### src/brs_pkg.sv
package brs_pkg;

	localparam int MaxWidth    = 1024;
	localparam int MaxHeight   = 65535;
	localparam int StoreDepth  = 2 * MaxWidth + 1;
	localparam int AddrBits    = $clog2(StoreDepth);
	localparam int IdxBits     = 26;
	localparam int CntBits     = 27;

	localparam logic signed [63:0] Log2eQ30 = 64'sd1549082005;
	localparam logic signed [63:0] Ln2Q30   = 64'sd744261118;

	// configuration register indexes
	localparam logic [2:0] RegWidth  = 3'd0;
	localparam logic [2:0] RegHeight = 3'd1;
	localparam logic [2:0] RegCoefH  = 3'd2;
	localparam logic [2:0] RegCoefV  = 3'd3;
	localparam logic [2:0] RegSource = 3'd4;

	// input kinds
	localparam logic KindValue = 1'b0;
	localparam logic KindFlush = 1'b1;

	// 1/n! in Q30
	function automatic logic signed [63:0] inv_fact(input logic [3:0] n);
		logic signed [63:0] v;
		case (n)
			4'd0: v = 64'sd1073741824;
			4'd1: v = 64'sd1073741824;
			4'd2: v = 64'sd536870912;
			4'd3: v = 64'sd178956971;
			4'd4: v = 64'sd44739243;
			4'd5: v = 64'sd8947849;
			4'd6: v = 64'sd1491308;
			4'd7: v = 64'sd213044;
			4'd8: v = 64'sd26631;
			default: v = 64'sd0;
		endcase
		return v;
	endfunction

	// stencil job handed from front to back
	typedef struct packed {
		logic                  boundary;
		logic                  last;
		logic [IdxBits-1:0]    index;
		logic signed [31:0]    u;
		logic signed [31:0]    ul;
		logic signed [31:0]    ur;
		logic signed [31:0]    ut;
		logic signed [31:0]    ub;
	} job_t;

	// rounded scaling of a difference by an unsigned Q7.24 coefficient
	function automatic logic signed [63:0] scale_term(input logic signed [33:0] d,
			input logic [30:0] c);
		logic [33:0] m;
		logic [64:0] q;
		m = d[33] ? 34'(-d) : 34'(d);
		q = (65'(m) * 65'(c) + 65'(64'd1 << 23)) >> 24;
		return d[33] ? -64'(q) : 64'(q);
	endfunction

endpackage

### src/brs_fifo.sv
// short job queue between front and back
module brs_fifo (
	input  logic          clk,
	input  logic          arst_n,
	input  logic          wr_valid,
	output logic          wr_ready,
	input  brs_pkg::job_t wr_data,
	output logic          rd_valid,
	input  logic          rd_ready,
	output brs_pkg::job_t rd_data
);

	brs_pkg::job_t mem_q [4];
	logic [1:0] wp_q, rp_q;
	logic [2:0] cnt_q;
	logic push, pop;

	assign wr_ready = cnt_q != 3'd4;
	assign rd_valid = cnt_q != 3'd0;
	assign push = wr_valid && wr_ready;
	assign pop = rd_valid && rd_ready;
	assign rd_data = mem_q[rp_q];

	always_ff @(posedge clk) begin
		if (push) mem_q[wp_q] <= wr_data;
	end

	always_ff @(posedge clk or negedge arst_n) begin
		if (!arst_n) begin
			wp_q <= '0;
			rp_q <= '0;
			cnt_q <= '0;
		end else begin
			if (push) wp_q <= wp_q + 1'b1;
			if (pop) rp_q <= rp_q + 1'b1;
			cnt_q <= cnt_q + 3'(push) - 3'(pop);
		end
	end

endmodule

### config.mk
export PLATFORM = sky130hd
export DESIGN_NAME = brs_fifo
export DESIGN_NICKNAME = d
export VERILOG_FILES = /design/src/brs_pkg.sv /design/src/brs_fifo.sv
export SDC_FILE = /design/constraint.sdc
export NUM_CORES = 1
export LEC_CHECK = 0
export BUFFER_PORTS_ARGS = -buffer_cell sky130_fd_sc_hd__buf_2
export CELL_PAD_IN_SITES_DETAIL_PLACEMENT = 0
export CELL_PAD_IN_SITES_GLOBAL_PLACEMENT = 1
export CORE_MARGIN = 5
export CORE_UTILIZATION = 46
export CTS_CLUSTER_DIAMETER = 80
export CTS_CLUSTER_SIZE = 40
export DETAILED_ROUTE_END_ITERATION = 6
export GPL_TIMING_DRIVEN = 0
export HOLD_SLACK_MARGIN = 0.1
export PLACE_DENSITY_LB_ADDON = 0.3
export SYNTH_ARGS = -nofsm -noshare
export SYNTH_HDL_FRONTEND = slang
export SYNTH_SLANG_ARGS = --single-unit
export TNS_END_PERCENT = 50
### constraint.sdc
create_clock -name clk -period 5.1 [get_ports clk]
set_input_delay 0.765 -clock clk [delete_from_list [all_inputs] [get_ports clk]]
set_output_delay 0.765 -clock clk [all_outputs]
set_load 0.1 [all_outputs]
==> impl_summary.log, run 1 <==
INFO  metric status = completed
INFO  metric timing.final.setup_violations = 0
INFO  metric mappedNetlistNets = 1222
INFO  metric number_of_global_route_vias_before_repair = 12650
INFO  metric finalHoldViolCount = 0
INFO  metric synth.ff_latch_count = ~760
INFO  metric cts_made_buffers = 34
INFO  metric worst_slack = around 1300 ps
INFO  metric synth_largest_type_area_fraction = between 80% and 90%
INFO  metric design.die.area = 64880 um^2
INFO  metric floorplan.die.height = 254.7 um
INFO  metric drt_wl_total = roughly 55 mm
INFO  metric clock.fmax = 266.5 MHz
INFO  metric layout.cells.non_filler = 2265
INFO  metric timing.critical_path.slowest_stage_cell = sky130_fd_sc_hd__clkbuf_1
INFO  metric ys_seq_area_share = 82.61%
INFO  metric worst-endpoint-required = 4340 ps
INFO  metric rsz_0062_raised_after_global_routing = false
INFO  metric crit_top_cell = sky130_fd_sc_hd__buf_2
INFO  metric worst_setup_path_start_kind = flip-flop
INFO  metric io_pins = 382
INFO  metric port_buffers = 381
INFO  metric tritoncts_clock_tree = done
INFO  metric fin_crit = 3752 ps
INFO  metric dp_hpwl = 36.04 mm
INFO  metric synth-warning-count = 0
INFO  metric number_of_resized_instances_in_the_post_cts_repair_step = 0
INFO  metric ys_types = 22
INFO  metric timing.setup.critical_path_class = reg -> out
INFO  metric crit_family = buffers and inverters
INFO  metric grt-ovfl-total = 0
INFO  metric clkSinkCount = 759
INFO  metric drt_first_iter_violations = 805
INFO  metric critical_path_peak_fanout = 10
INFO  metric global_route_wire_length_before_repair = 80.56 mm
INFO  metric drt-pass1-iter-count = 4
INFO  metric globalRouteTotalUtil = 16.53%
INFO  metric final.period_utilization = approximately three quarters
INFO  metric synth.area.top_cells = sky130_fd_sc_hd__edfxtp_1, sky130_fd_sc_hd__mux4_2, sky130_fd_sc_hd__dfrtp_1, sky130_fd_sc_hd__buf_6, sky130_fd_sc_hd__buf_2
INFO  metric cts_max_path_buffers = 3
INFO  metric layout.filler_cells = 4467
INFO  metric cp_num_buf_inv = 4
INFO  metric report.final.slew_viol_count = 0
INFO  metric timing.critical_path.cells = buf_2, clkbuf_1, buf_2, mux4_2, buf_2
INFO  metric final.setup_skew = 30.50 ps
INFO  metric num-nets-final = 1657
INFO  metric setup_tns = 0 ps
INFO  metric setup.worst_path.end_class = primary output
INFO  metric cpPeakStageDelay = 670 ps
INFO  metric placer_congestion = around 0.73
INFO  metric antenna_found_initial = 17
INFO  metric synthDominantAreaCellType = sky130_fd_sc_hd__edfxtp_1
INFO  metric worst_slew_pin_slew = ~830 ps
INFO  metric clk_transition_reported_paths = approximately 130 ps
INFO  metric syn-mean-instance-area = 26.93 um^2
INFO  metric dpl_worst_slack = 1824 ps
INFO  metric cts-root-buf = sky130_fd_sc_hd__clkbuf_16
INFO  metric cts_h_tree_depth = 2
INFO  metric post-place-cells = ~2200
INFO  metric via_per_inst = 5.355
INFO  metric cap_violations = 0
INFO  metric grt_start_max_net_pins = 48
INFO  metric routed-via-count = ~12000
INFO  metric final_common_cell = sky130_fd_sc_hd__edfxtp_1
INFO  metric post_route_cells_drive_above_1_share = 46.02%
INFO  metric slew_headroom = 44.36%
INFO  metric layout.cells.most_common_list = sky130_fd_sc_hd__edfxtp_1, sky130_fd_sc_hd__buf_2, sky130_fd_sc_hd__mux4_2
INFO  metric worst-endpoint-arrival = around 3000 ps
INFO  metric synthCells = slightly above 1000
INFO  metric initial_util = 46.59%
INFO  metric core_area = 59130 um^2
INFO  metric remaining_drc_errors = 0
INFO  metric ant_nets = 0
INFO  metric timing.hold.worst.class = in -> reg
INFO  metric die-width = 254.7 um
INFO  metric layout-area-overhead-vs-synth = 17.03%
INFO  metric clk-insertion-delay-late = 600 ps
INFO  metric num_rows = 89
INFO  metric netlist_area = 27550 um^2
INFO  metric wire_per_inst = 24.19 um
## synthesized netlist by cell type
cell type	instances
sky130_fd_sc_hd__edfxtp_1	752
sky130_fd_sc_hd__mux4_2	188
sky130_fd_sc_hd__buf_2	22
sky130_fd_sc_hd__buf_6	11
sky130_fd_sc_hd__clkbuf_1	7
sky130_fd_sc_hd__dfrtp_1	7
sky130_fd_sc_hd__ha_1	6
sky130_fd_sc_hd__inv_1	6
sky130_fd_sc_hd__and3b_1	4
sky130_fd_sc_hd__nand2b_1	4
sky130_fd_sc_hd__xnor2_1	3
sky130_fd_sc_hd__nand4bb_1	2
sky130_fd_sc_hd__o211ai_1	2
sky130_fd_sc_hd__buf_1	1
sky130_fd_sc_hd__buf_4	1
sky130_fd_sc_hd__fa_1	1
sky130_fd_sc_hd__nand2_1	1
sky130_fd_sc_hd__nor3b_1	1
sky130_fd_sc_hd__o311ai_0	1
sky130_fd_sc_hd__o31a_1	1
sky130_fd_sc_hd__or3_1	1
sky130_fd_sc_hd__xor2_1	1
## worst paths after layout
path	start	to	slack, ps	cells past startpoint
worst max-delay path	rp_q[1]	rd_data[132]	1350	5
worst min-delay path	wr_data[116]	mem_q[1][116]	370	1
worst max register to register	cnt_q[1]	cnt_q[2]	2400	9
worst min register to register	wp_q[1]	wp_q[1]	630	2
max in group asynchronous	arst_n	wp_q[1]	4350	2
min in group asynchronous	arst_n	cnt_q[1]	570	2
## logic make-up after synthesis
logic type / count (synthesis) / synth area share, %
AOI/OAI and AO/OA: 4 / 0.1181
xor gates and xnor gates: 4 / 0.1272
adders and majority gates: 7 / 0.3452
buffers and inverters: 48 / 1.067
DFF: 759 / 82.61
muxes: 188 / 15.37
and+or+nand+nor: 13 / 0.3633
## worst register-to-register path, delay by kind of cell (launching register included)
family | cells | cell delay [ps]
xor gates and xnor gates | 2 | 270
adders and majority gates | 3 | 770
buffers and inverters | 2 | 110
DFF | 1 | 500
and+or+nand+nor | 2 | 930
## through the flow
| step | util [%] | hold WS [ps] | area [um^2] |
|---|---|---|---|
| 6_report | 54.52 | 371.4 | 32240 |
| 4_1_cts | 54.49 | 331.2 | 32220 |
| 5_1_grt | 54.51 | 329.8 | 32230 |
| 3_5_place_dp | 52.21 | 601.5 | 30870 |
| 2_1_floorplan | - | 469.4 | 27550 |
| 3_3_place_gp | 51.45 | 574.7 | 30420 |
## registers in the layout, summed over array words and instances, names as in the netlist
register  count
cnt_q         3
mem_q       752
rp_q          2
wp_q          2
## routing by layer
layer | vias to the layer above | part of all wire, % | GRT usage, %
met4 | 20 | 1.6 | 4.029
met5 | - | 0.25 | 0
met1 | 6479 | 40 | 21.91
met2 | 248 | 52 | 27.79
met3 | 67 | 6.4 | 4.456
li1 | 5314 | - | -
## layout make-up
type	instances	area, um^2	share of cell area [%]
inverter	6	22.52	0.06986
timing repair buffer	399	2355	7.304
tap	773	967.2	3.000
antenna	8	20.02	0.06209
buffer	42	271.5	0.8422
multi-input combinational	216	4512	13.99
sequential	759	22760	70.59
clock buffer	38	929.6	2.884
clock inverter	24	405.4	1.257
## what timing repair did
| item | CTS | global route |
|---|---|---|
| buffers inserted | 0 | 0 |
| hold buffers | 1 | 0 |
| endpoints found under the hold margin | 7 | 0 |
| setup endpoints to repair | 0 | 0 |
Power of run 1 is not shown: default switching activity piles up to over one toggle a cycle in this logic, so the estimate is an artifact.
==> run 2: changes to the inputs <==
--- a/config.mk
+++ b/config.mk
@@ -9,7 +9,7 @@
 export CELL_PAD_IN_SITES_DETAIL_PLACEMENT = 0
 export CELL_PAD_IN_SITES_GLOBAL_PLACEMENT = 1
 export CORE_MARGIN = 5
-export CORE_UTILIZATION = 46
+export CORE_UTILIZATION = 50
 export CTS_CLUSTER_DIAMETER = 80
 export CTS_CLUSTER_SIZE = 40
 export DETAILED_ROUTE_END_ITERATION = 6
==> constraint.sdc (replaced) <==
create_clock -name clk -period 3.72 [get_ports clk]
set_input_delay 0.558 -clock clk [delete_from_list [all_inputs] [get_ports clk]]
set_output_delay 0.558 -clock clk [all_outputs]
set_load 0.1 [all_outputs]
==> impl_summary.log, run 2 (same netlist as run 1, synthesis figures left out) <==
INFO  metric final_common_cell = sky130_fd_sc_hd__edfxtp_1
INFO  metric globalRouteTotalUtil = 18.09% (+1.6 points)
INFO  metric timing.setup.critical_path_class = reg -> out
INFO  metric antenna_found_initial = 12 (-5)
INFO  metric initial_util = 50.20% (+3.6 points)
INFO  metric timing.final.setup_violations = 0 (unchanged)
INFO  metric cts-root-buf = sky130_fd_sc_hd__clkbuf_16
INFO  metric cp_num_buf_inv = 3 (-1)
INFO  metric grt-ovfl-total = 0 (unchanged)
INFO  metric timing.critical_path.cells = buf_2, clkbuf_1, mux4_2, buf_2
INFO  metric max_reg_flops = 752 (unchanged)
INFO  metric dp_hpwl = 35.98 mm (-0.18%)
INFO  metric drt_first_iter_violations = 785 (-2.5%)
INFO  metric number_of_global_route_vias_before_repair = 13240 (+4.6%)
INFO  metric cts_max_path_buffers = 3 (unchanged)
INFO  metric crit_top_cell = sky130_fd_sc_hd__buf_2
INFO  metric design.die.area = 59890 um^2 (-7.7%)
INFO  metric max_flop_register = mem_q
INFO  metric reg_top3 = mem_q (752), cnt_q (3)
INFO  metric global_route_wire_length_before_repair = 82.89 mm (+2.9%)
INFO  metric final.setup_skew = 45.85 ps (+15.35 ps)
INFO  metric cap_violations = 0 (unchanged)
INFO  metric report.final.slew_viol_count = 0 (unchanged)
INFO  metric routed-via-count = 12430 (+2.5%)
INFO  metric cts_made_buffers = 31 (-8.8%)
INFO  metric floorplan.die.height = 244.7 um (-3.9%)
INFO  metric io_pins = 382 (unchanged)
INFO  metric postLayoutCellArea = 33020 um^2 (+2.4%)
INFO  metric core_area = 54880 um^2 (-7.2%)
INFO  metric remaining_drc_errors = 0 (unchanged)
INFO  metric grt_start_max_net_pins = 50 (+4.2%)
INFO  metric clkSinkCount = 759 (unchanged)
INFO  metric tritoncts_clock_tree = done
INFO  metric port_buffers = 381 (unchanged)
INFO  metric drt-pass1-iter-count = 5 (+1)
INFO  metric setup_tns = 0 ps (unchanged)
INFO  metric finalHoldViolCount = 0 (unchanged)
INFO  metric post-place-cells = 2124 (-3.2%)
INFO  metric placer_congestion = 0.7357 (+1.4%)
INFO  metric worst-endpoint-required = 3160 ps (-1180 ps)
INFO  metric layout.cells.non_filler = 2289 (+1.1%)
INFO  metric clock.fmax = 288.1 MHz
INFO  metric setup.worst_path.end_class = primary output
INFO  metric crit_family = buffers and inverters
INFO  metric via_per_inst = 5.432 (+1.4%)
INFO  metric rsz_0062_raised_after_global_routing = false
INFO  metric wire_per_inst = 23.89 um (-1.2%)
INFO  metric clk-insertion-delay-late = 630 ps (+30 ps)
INFO  metric placement_cell_area = 30780 um^2 (-0.30%)
INFO  metric fin_hold_ws = 137.4 ps (-234.0 ps)
INFO  metric cpPeakStageDelay = 630 ps (-40 ps)
INFO  metric timing.critical_path.slowest_stage_cell = sky130_fd_sc_hd__clkbuf_1
INFO  metric num-nets-final = 1751 (+5.7%)
INFO  metric status = completed
INFO  metric layout.filler_cells = 3867 (-13%)
INFO  metric worst_slew_pin_slew = 819.3 ps (-15.36 ps)
INFO  metric worst-endpoint-arrival = 2910 ps (-80 ps)
INFO  metric critical_path_peak_fanout = 19 (+9)
INFO  metric post_route_cells_drive_above_1_share = 43.15% (-2.9 points)
INFO  metric number_of_resized_instances_in_the_post_cts_repair_step = 0 (unchanged)
INFO  metric clk_transition_reported_paths = 130 ps (about the same)
INFO  metric fin_crit = between 3000 and 4000 ps
INFO  metric drt_wl_total = 54.69 mm (-0.20%)
INFO  metric timing.hold.worst.class = in -> reg
INFO  metric final.period_utilization = 93.32%
INFO  metric slew_headroom = 45.26% (+0.91 points)
INFO  metric num_rows = 86 (-3.4%)
INFO  metric layout-area-overhead-vs-synth = 19.86%
INFO  metric worst_setup_path_start_kind = flip-flop
INFO  metric die-width = 244.7 um (-3.9%)
INFO  metric layout.cells.most_common_list = sky130_fd_sc_hd__edfxtp_1, sky130_fd_sc_hd__buf_2, sky130_fd_sc_hd__mux4_2
INFO  metric ant_nets = 0 (unchanged)
INFO  metric cts_h_tree_depth = 1 (-1)
-- run 2: cell types whose count changed in the layout (fill, tap and decap cells not counted), sizes merged --
cell / change
buf: -1
clkbuf: -8
clkinv: -2
inv: +3
clkinvlp: +1
dlygate4sd3: +99
diode: +1
-- run 2: timing repair --
item                                   in CTS  in global routing
endpoints found under the hold margin     282                 73
hold buffers                               78                 22
setup buffers                               0                  0
setup endpoints to repair                  97                  0
-- run 2: path summary, 6_finish.rpt --
path / from / endpoint / slack [ps] / depth (start not counted)
max: rp_q[1] / rd_data[61] / 250 / 4
min: wr_data[108] / mem_q[0][108] / 140 / 1
max reg2reg: cnt_q[1] / mem_q[2][77] / 950 / 5
min reg2reg: wp_q[1] / wp_q[1] / 610 / 2
max in group asynchronous: arst_n / cnt_q[0] / 3250 / 2
min in group asynchronous: arst_n / cnt_q[2] / 310 / 2
-- run 2: metrics by stage --
stage	setup WS (ps)	util [%]
floorplan	-1893	-
global placement	-5652	55.28
detailed placement	558.4	56.09
CTS	101.7	59.73
global route	35.92	60.16
finish	248.7	60.17
-- run 2: final cells by class --
cell class	count	area, um^2	area share (%)
clock buffers	31	775.7	2.349
repair buffers	497	3341	10.12
plain buffers	41	267.8	0.8109
clock inverters	26	440.4	1.334
multi-input cells	216	4512	13.66
diodes	9	22.52	0.06821
well taps	704	880.8	2.668
flip-flops and latches	759	22760	68.92
inverters	6	22.52	0.06821
-- run 2: routing by layer --
layer  track usage [%]  vias to the layer above  part of all wire [%]  wire (um)
met5                 0                        -                  0.11         62
met4             4.158                       10                   2.3       1251
met3             3.865                       76                   6.2       3404
met2             30.87                      297                    51      28130
met1             24.46                     6549                    40      21840
li1                  -                     5502                     -          -
-- run 2: worst reg2reg max path, stage by stage (launching register included) --
cell	delay (ps)
sky130_fd_sc_hd__dfrtp_1	500
sky130_fd_sc_hd__nor3b_1	720
sky130_fd_sc_hd__and3b_4	440
sky130_fd_sc_hd__buf_16	260
sky130_fd_sc_hd__buf_16	220
sky130_fd_sc_hd__buf_16	290
Power of run 2 is left out for the same reason.
==> run 3: changes to the inputs <==
--- a/config.mk
+++ b/config.mk
@@ -6,6 +6,7 @@
 export NUM_CORES = 1
 export LEC_CHECK = 0
 export BUFFER_PORTS_ARGS = -buffer_cell sky130_fd_sc_hd__buf_2
+export CAP_MARGIN = 10
 export CELL_PAD_IN_SITES_DETAIL_PLACEMENT = 0
 export CELL_PAD_IN_SITES_GLOBAL_PLACEMENT = 1
 export CORE_MARGIN = 5
==> constraint.sdc (replaced) <==
create_clock -name clk -period 3.72 [get_ports clk]
set_input_delay 1.116 -clock clk [delete_from_list [all_inputs] [get_ports clk]]
set_output_delay 1.116 -clock clk [all_outputs]
set_load 0.1 [all_outputs]
==> impl_summary.log, run 3 (same netlist as run 1, synthesis figures left out) <==
INFO  metric tritoncts_clock_tree = done
INFO  metric finalHoldViolCount = 0 (unchanged)
INFO  metric antenna_found_initial = 14 (+2)
INFO  metric placement_cell_area = 30780 um^2 (about the same)
INFO  metric worst_setup_path_start_kind = flip-flop
INFO  metric max_reg_flops = 752 (unchanged)
INFO  metric num_rows = 86 (unchanged)
INFO  metric cts-root-buf = sky130_fd_sc_hd__clkbuf_16
INFO  metric timing.critical_path.cells = buf_2, buf_4, buf_2, mux4_2, buf_4
INFO  metric max_flop_register = mem_q
INFO  metric fin_crit = 3587 ps (+115.6 ps)
INFO  metric timing.critical_path.slowest_stage_cell = sky130_fd_sc_hd__mux4_2
INFO  metric ant_nets = 0 (unchanged)
INFO  metric timing.hold.worst.class = in -> async
INFO  metric setup_tns = 0 ps (unchanged)
INFO  metric final.period_utilization = 96.42% (+3.1 points)
INFO  metric rsz_0062_raised_after_global_routing = true
INFO  metric via_per_inst = 5.543 (+2.0%)
INFO  metric clkSinkCount = 759 (unchanged)
INFO  metric drt-pass1-iter-count = 4 (-1)
INFO  metric crit_family = buffers and inverters
INFO  metric io_pins = 382 (unchanged)
INFO  metric wire_per_inst = 24.81 um (+3.9%)
INFO  metric routed-via-count = 12120 (-2.6%)
INFO  metric multi_input_comb_area = 4512 um^2 (unchanged)
INFO  metric design.die.area = 59890 um^2 (unchanged)
INFO  metric cpPeakStageDelay = 370 ps (-260 ps)
INFO  metric worst-endpoint-required = 2600 ps (-560 ps)
INFO  metric cts_h_tree_depth = 1 (unchanged)
INFO  metric floorplan.die.height = 244.7 um (unchanged)
INFO  metric timing.final.setup_violations = 0 (unchanged)
INFO  metric drt_wl_total = 54.24 mm (-0.81%)
INFO  metric reg_top3 = mem_q (752), cnt_q (3)
INFO  metric cts_made_buffers = 31 (unchanged)
INFO  metric core_area = 54880 um^2 (unchanged)
INFO  metric clk-insertion-delay-late = 610 ps (-20 ps)
INFO  metric cp_num_buf_inv = 4 (+1)
INFO  metric cap_violations = 0 (unchanged)
INFO  metric clock.fmax = 278.8 MHz (-3.2%)
INFO  metric globalRouteTotalUtil = 17.83% (-0.27 points)
INFO  metric postLayoutCellArea = 32370 um^2 (-2.0%)
INFO  metric clk_transition_reported_paths = 120 ps (about the same)
INFO  metric placer_congestion = 0.7004 (-4.8%)
INFO  metric final_common_cell = sky130_fd_sc_hd__edfxtp_1
INFO  metric remaining_drc_errors = 0 (unchanged)
INFO  metric slew_headroom = 48.47% (+3.2 points)
INFO  metric report.final.slew_viol_count = 0 (unchanged)
INFO  metric critical_path_peak_fanout = 10 (-9)
INFO  metric grt_start_max_net_pins = 48 (-4.0%)
INFO  metric die-width = 244.7 um (unchanged)
INFO  metric status = completed
INFO  metric drt_first_iter_violations = 748 (-4.7%)
INFO  metric worst_slew_pin_slew = 771.2 ps (-48.03 ps)
INFO  metric post_route_cells_drive_above_1_share = 46.54% (+3.4 points)
INFO  metric port_buffers = 381 (unchanged)
INFO  metric layout.area.seq = 22760 um^2 (unchanged)
INFO  metric post-place-cells = 2124 (unchanged)
INFO  metric layout-area-overhead-vs-synth = 17.51%
INFO  metric number_of_global_route_vias_before_repair = 12790 (-3.4%)
INFO  metric post-route-util = 58.99% (-1.2 points)
INFO  metric worst-endpoint-arrival = 2470 ps (-440 ps)
INFO  metric layout.filler_cells = 3940 (+1.9%)
INFO  metric layout.cells.most_common_list = sky130_fd_sc_hd__edfxtp_1, sky130_fd_sc_hd__buf_2, sky130_fd_sc_hd__mux4_2
INFO  metric timing.setup.critical_path_class = reg -> out
INFO  metric cts_max_path_buffers = 3 (unchanged)
INFO  metric initial_util = 50.20% (unchanged)
INFO  metric layout.cells.non_filler = 2186 (-4.5%)
INFO  metric hold_buffers = 0 (-100%)
INFO  metric grt-ovfl-total = 0 (unchanged)
INFO  metric global_route_wire_length_before_repair = 81.28 mm (-1.9%)
INFO  metric setup.worst_path.end_class = primary output
INFO  metric dp_hpwl = 36.12 mm (+0.40%)
INFO  metric num-nets-final = 1652 (-5.7%)
INFO  metric final.setup_skew = 24.05 ps (-21.81 ps)
## run 3: cell types whose count changed in the layout (fill, tap and decap cells not counted), moves of 3 or more
cell and change:
sky130_fd_sc_hd__clkbuf_1 -6, sky130_fd_sc_hd__dlygate4sd3_1 -100, sky130_fd_sc_hd__clkbuf_2 +6, sky130_fd_sc_hd__diode_2 -3, sky130_fd_sc_hd__buf_4 +114, sky130_fd_sc_hd__buf_2 -116
## run 3: stage by stage
step | setup slack (ps) | hold WS, ps
4_1_cts | -0.7179 | 271.3
6_report | 133.0 | 312.6
2_1_floorplan | -171.8 | 542.5
3_5_place_dp | 43.47 | 594.8
3_3_place_gp | -2259 | 585.4
5_1_grt | -1.953 | 273.0
## run 3: per-layer routing
metal | part of all wire [%] | vias up | track usage (%) | routed length [um]
met1 | 40 | 6454 | 23.67 | 21660
met5 | 0.14 | - | 0 | 78
li1 | - | 5303 | - | -
met2 | 52 | 277 | 30.91 | 28360
met4 | 1.9 | 12 | 3.779 | 1027
met3 | 5.7 | 70 | 3.942 | 3116
## run 3: worst paths after layout
| kind | from | cells past startpoint | end | slack, ps |
|---|---|---|---|---|
| max | rp_q[1] | 5 | rd_data[174] | 130 |
| min | arst_n | 1 | wp_q[1] | 310 |
| max reg2reg | cnt_q[1] | 5 | mem_q[3][60] | 1000 |
| min reg2reg | wp_q[1] | 2 | wp_q[1] | 630 |
| max in group asynchronous | arst_n | 1 | rp_q[1] | 3240 |
| min in group clk | wp_q[1] | 2 | wp_q[1] | 630 |
## run 3: worst register-to-register path: stages, from the launching register on
cell and delay (ps):
sky130_fd_sc_hd__dfrtp_1 520, sky130_fd_sc_hd__nor3b_1 200, sky130_fd_sc_hd__and3b_4 700, sky130_fd_sc_hd__buf_12 300, sky130_fd_sc_hd__buf_16 310, sky130_fd_sc_hd__buf_16 320
## run 3: area by class of cell
cell class	count	share of cell area, %
Inverter	6	0.06957
Tap cell	704	2.721
Clock buffer	31	2.396
Clock inverter	25	1.500
Sequential cell	759	70.30
Buffer	42	0.9663
Antenna cell	6	0.04638
Timing Repair Buffer	397	8.063
Multi-Input combinational cell	216	13.94
## run 3: repair_timing
| action | 4_1_cts | 5_1_grt |
|---|---|---|
| resized for setup | 125 | 4 |
| endpoints found under the hold margin | 0 | 0 |
| setup endpoints to repair | 180 | 141 |
| buffers inserted | 0 | 0 |
| gates cloned | 0 | 0 |
Power of run 3 is left out for the same reason.
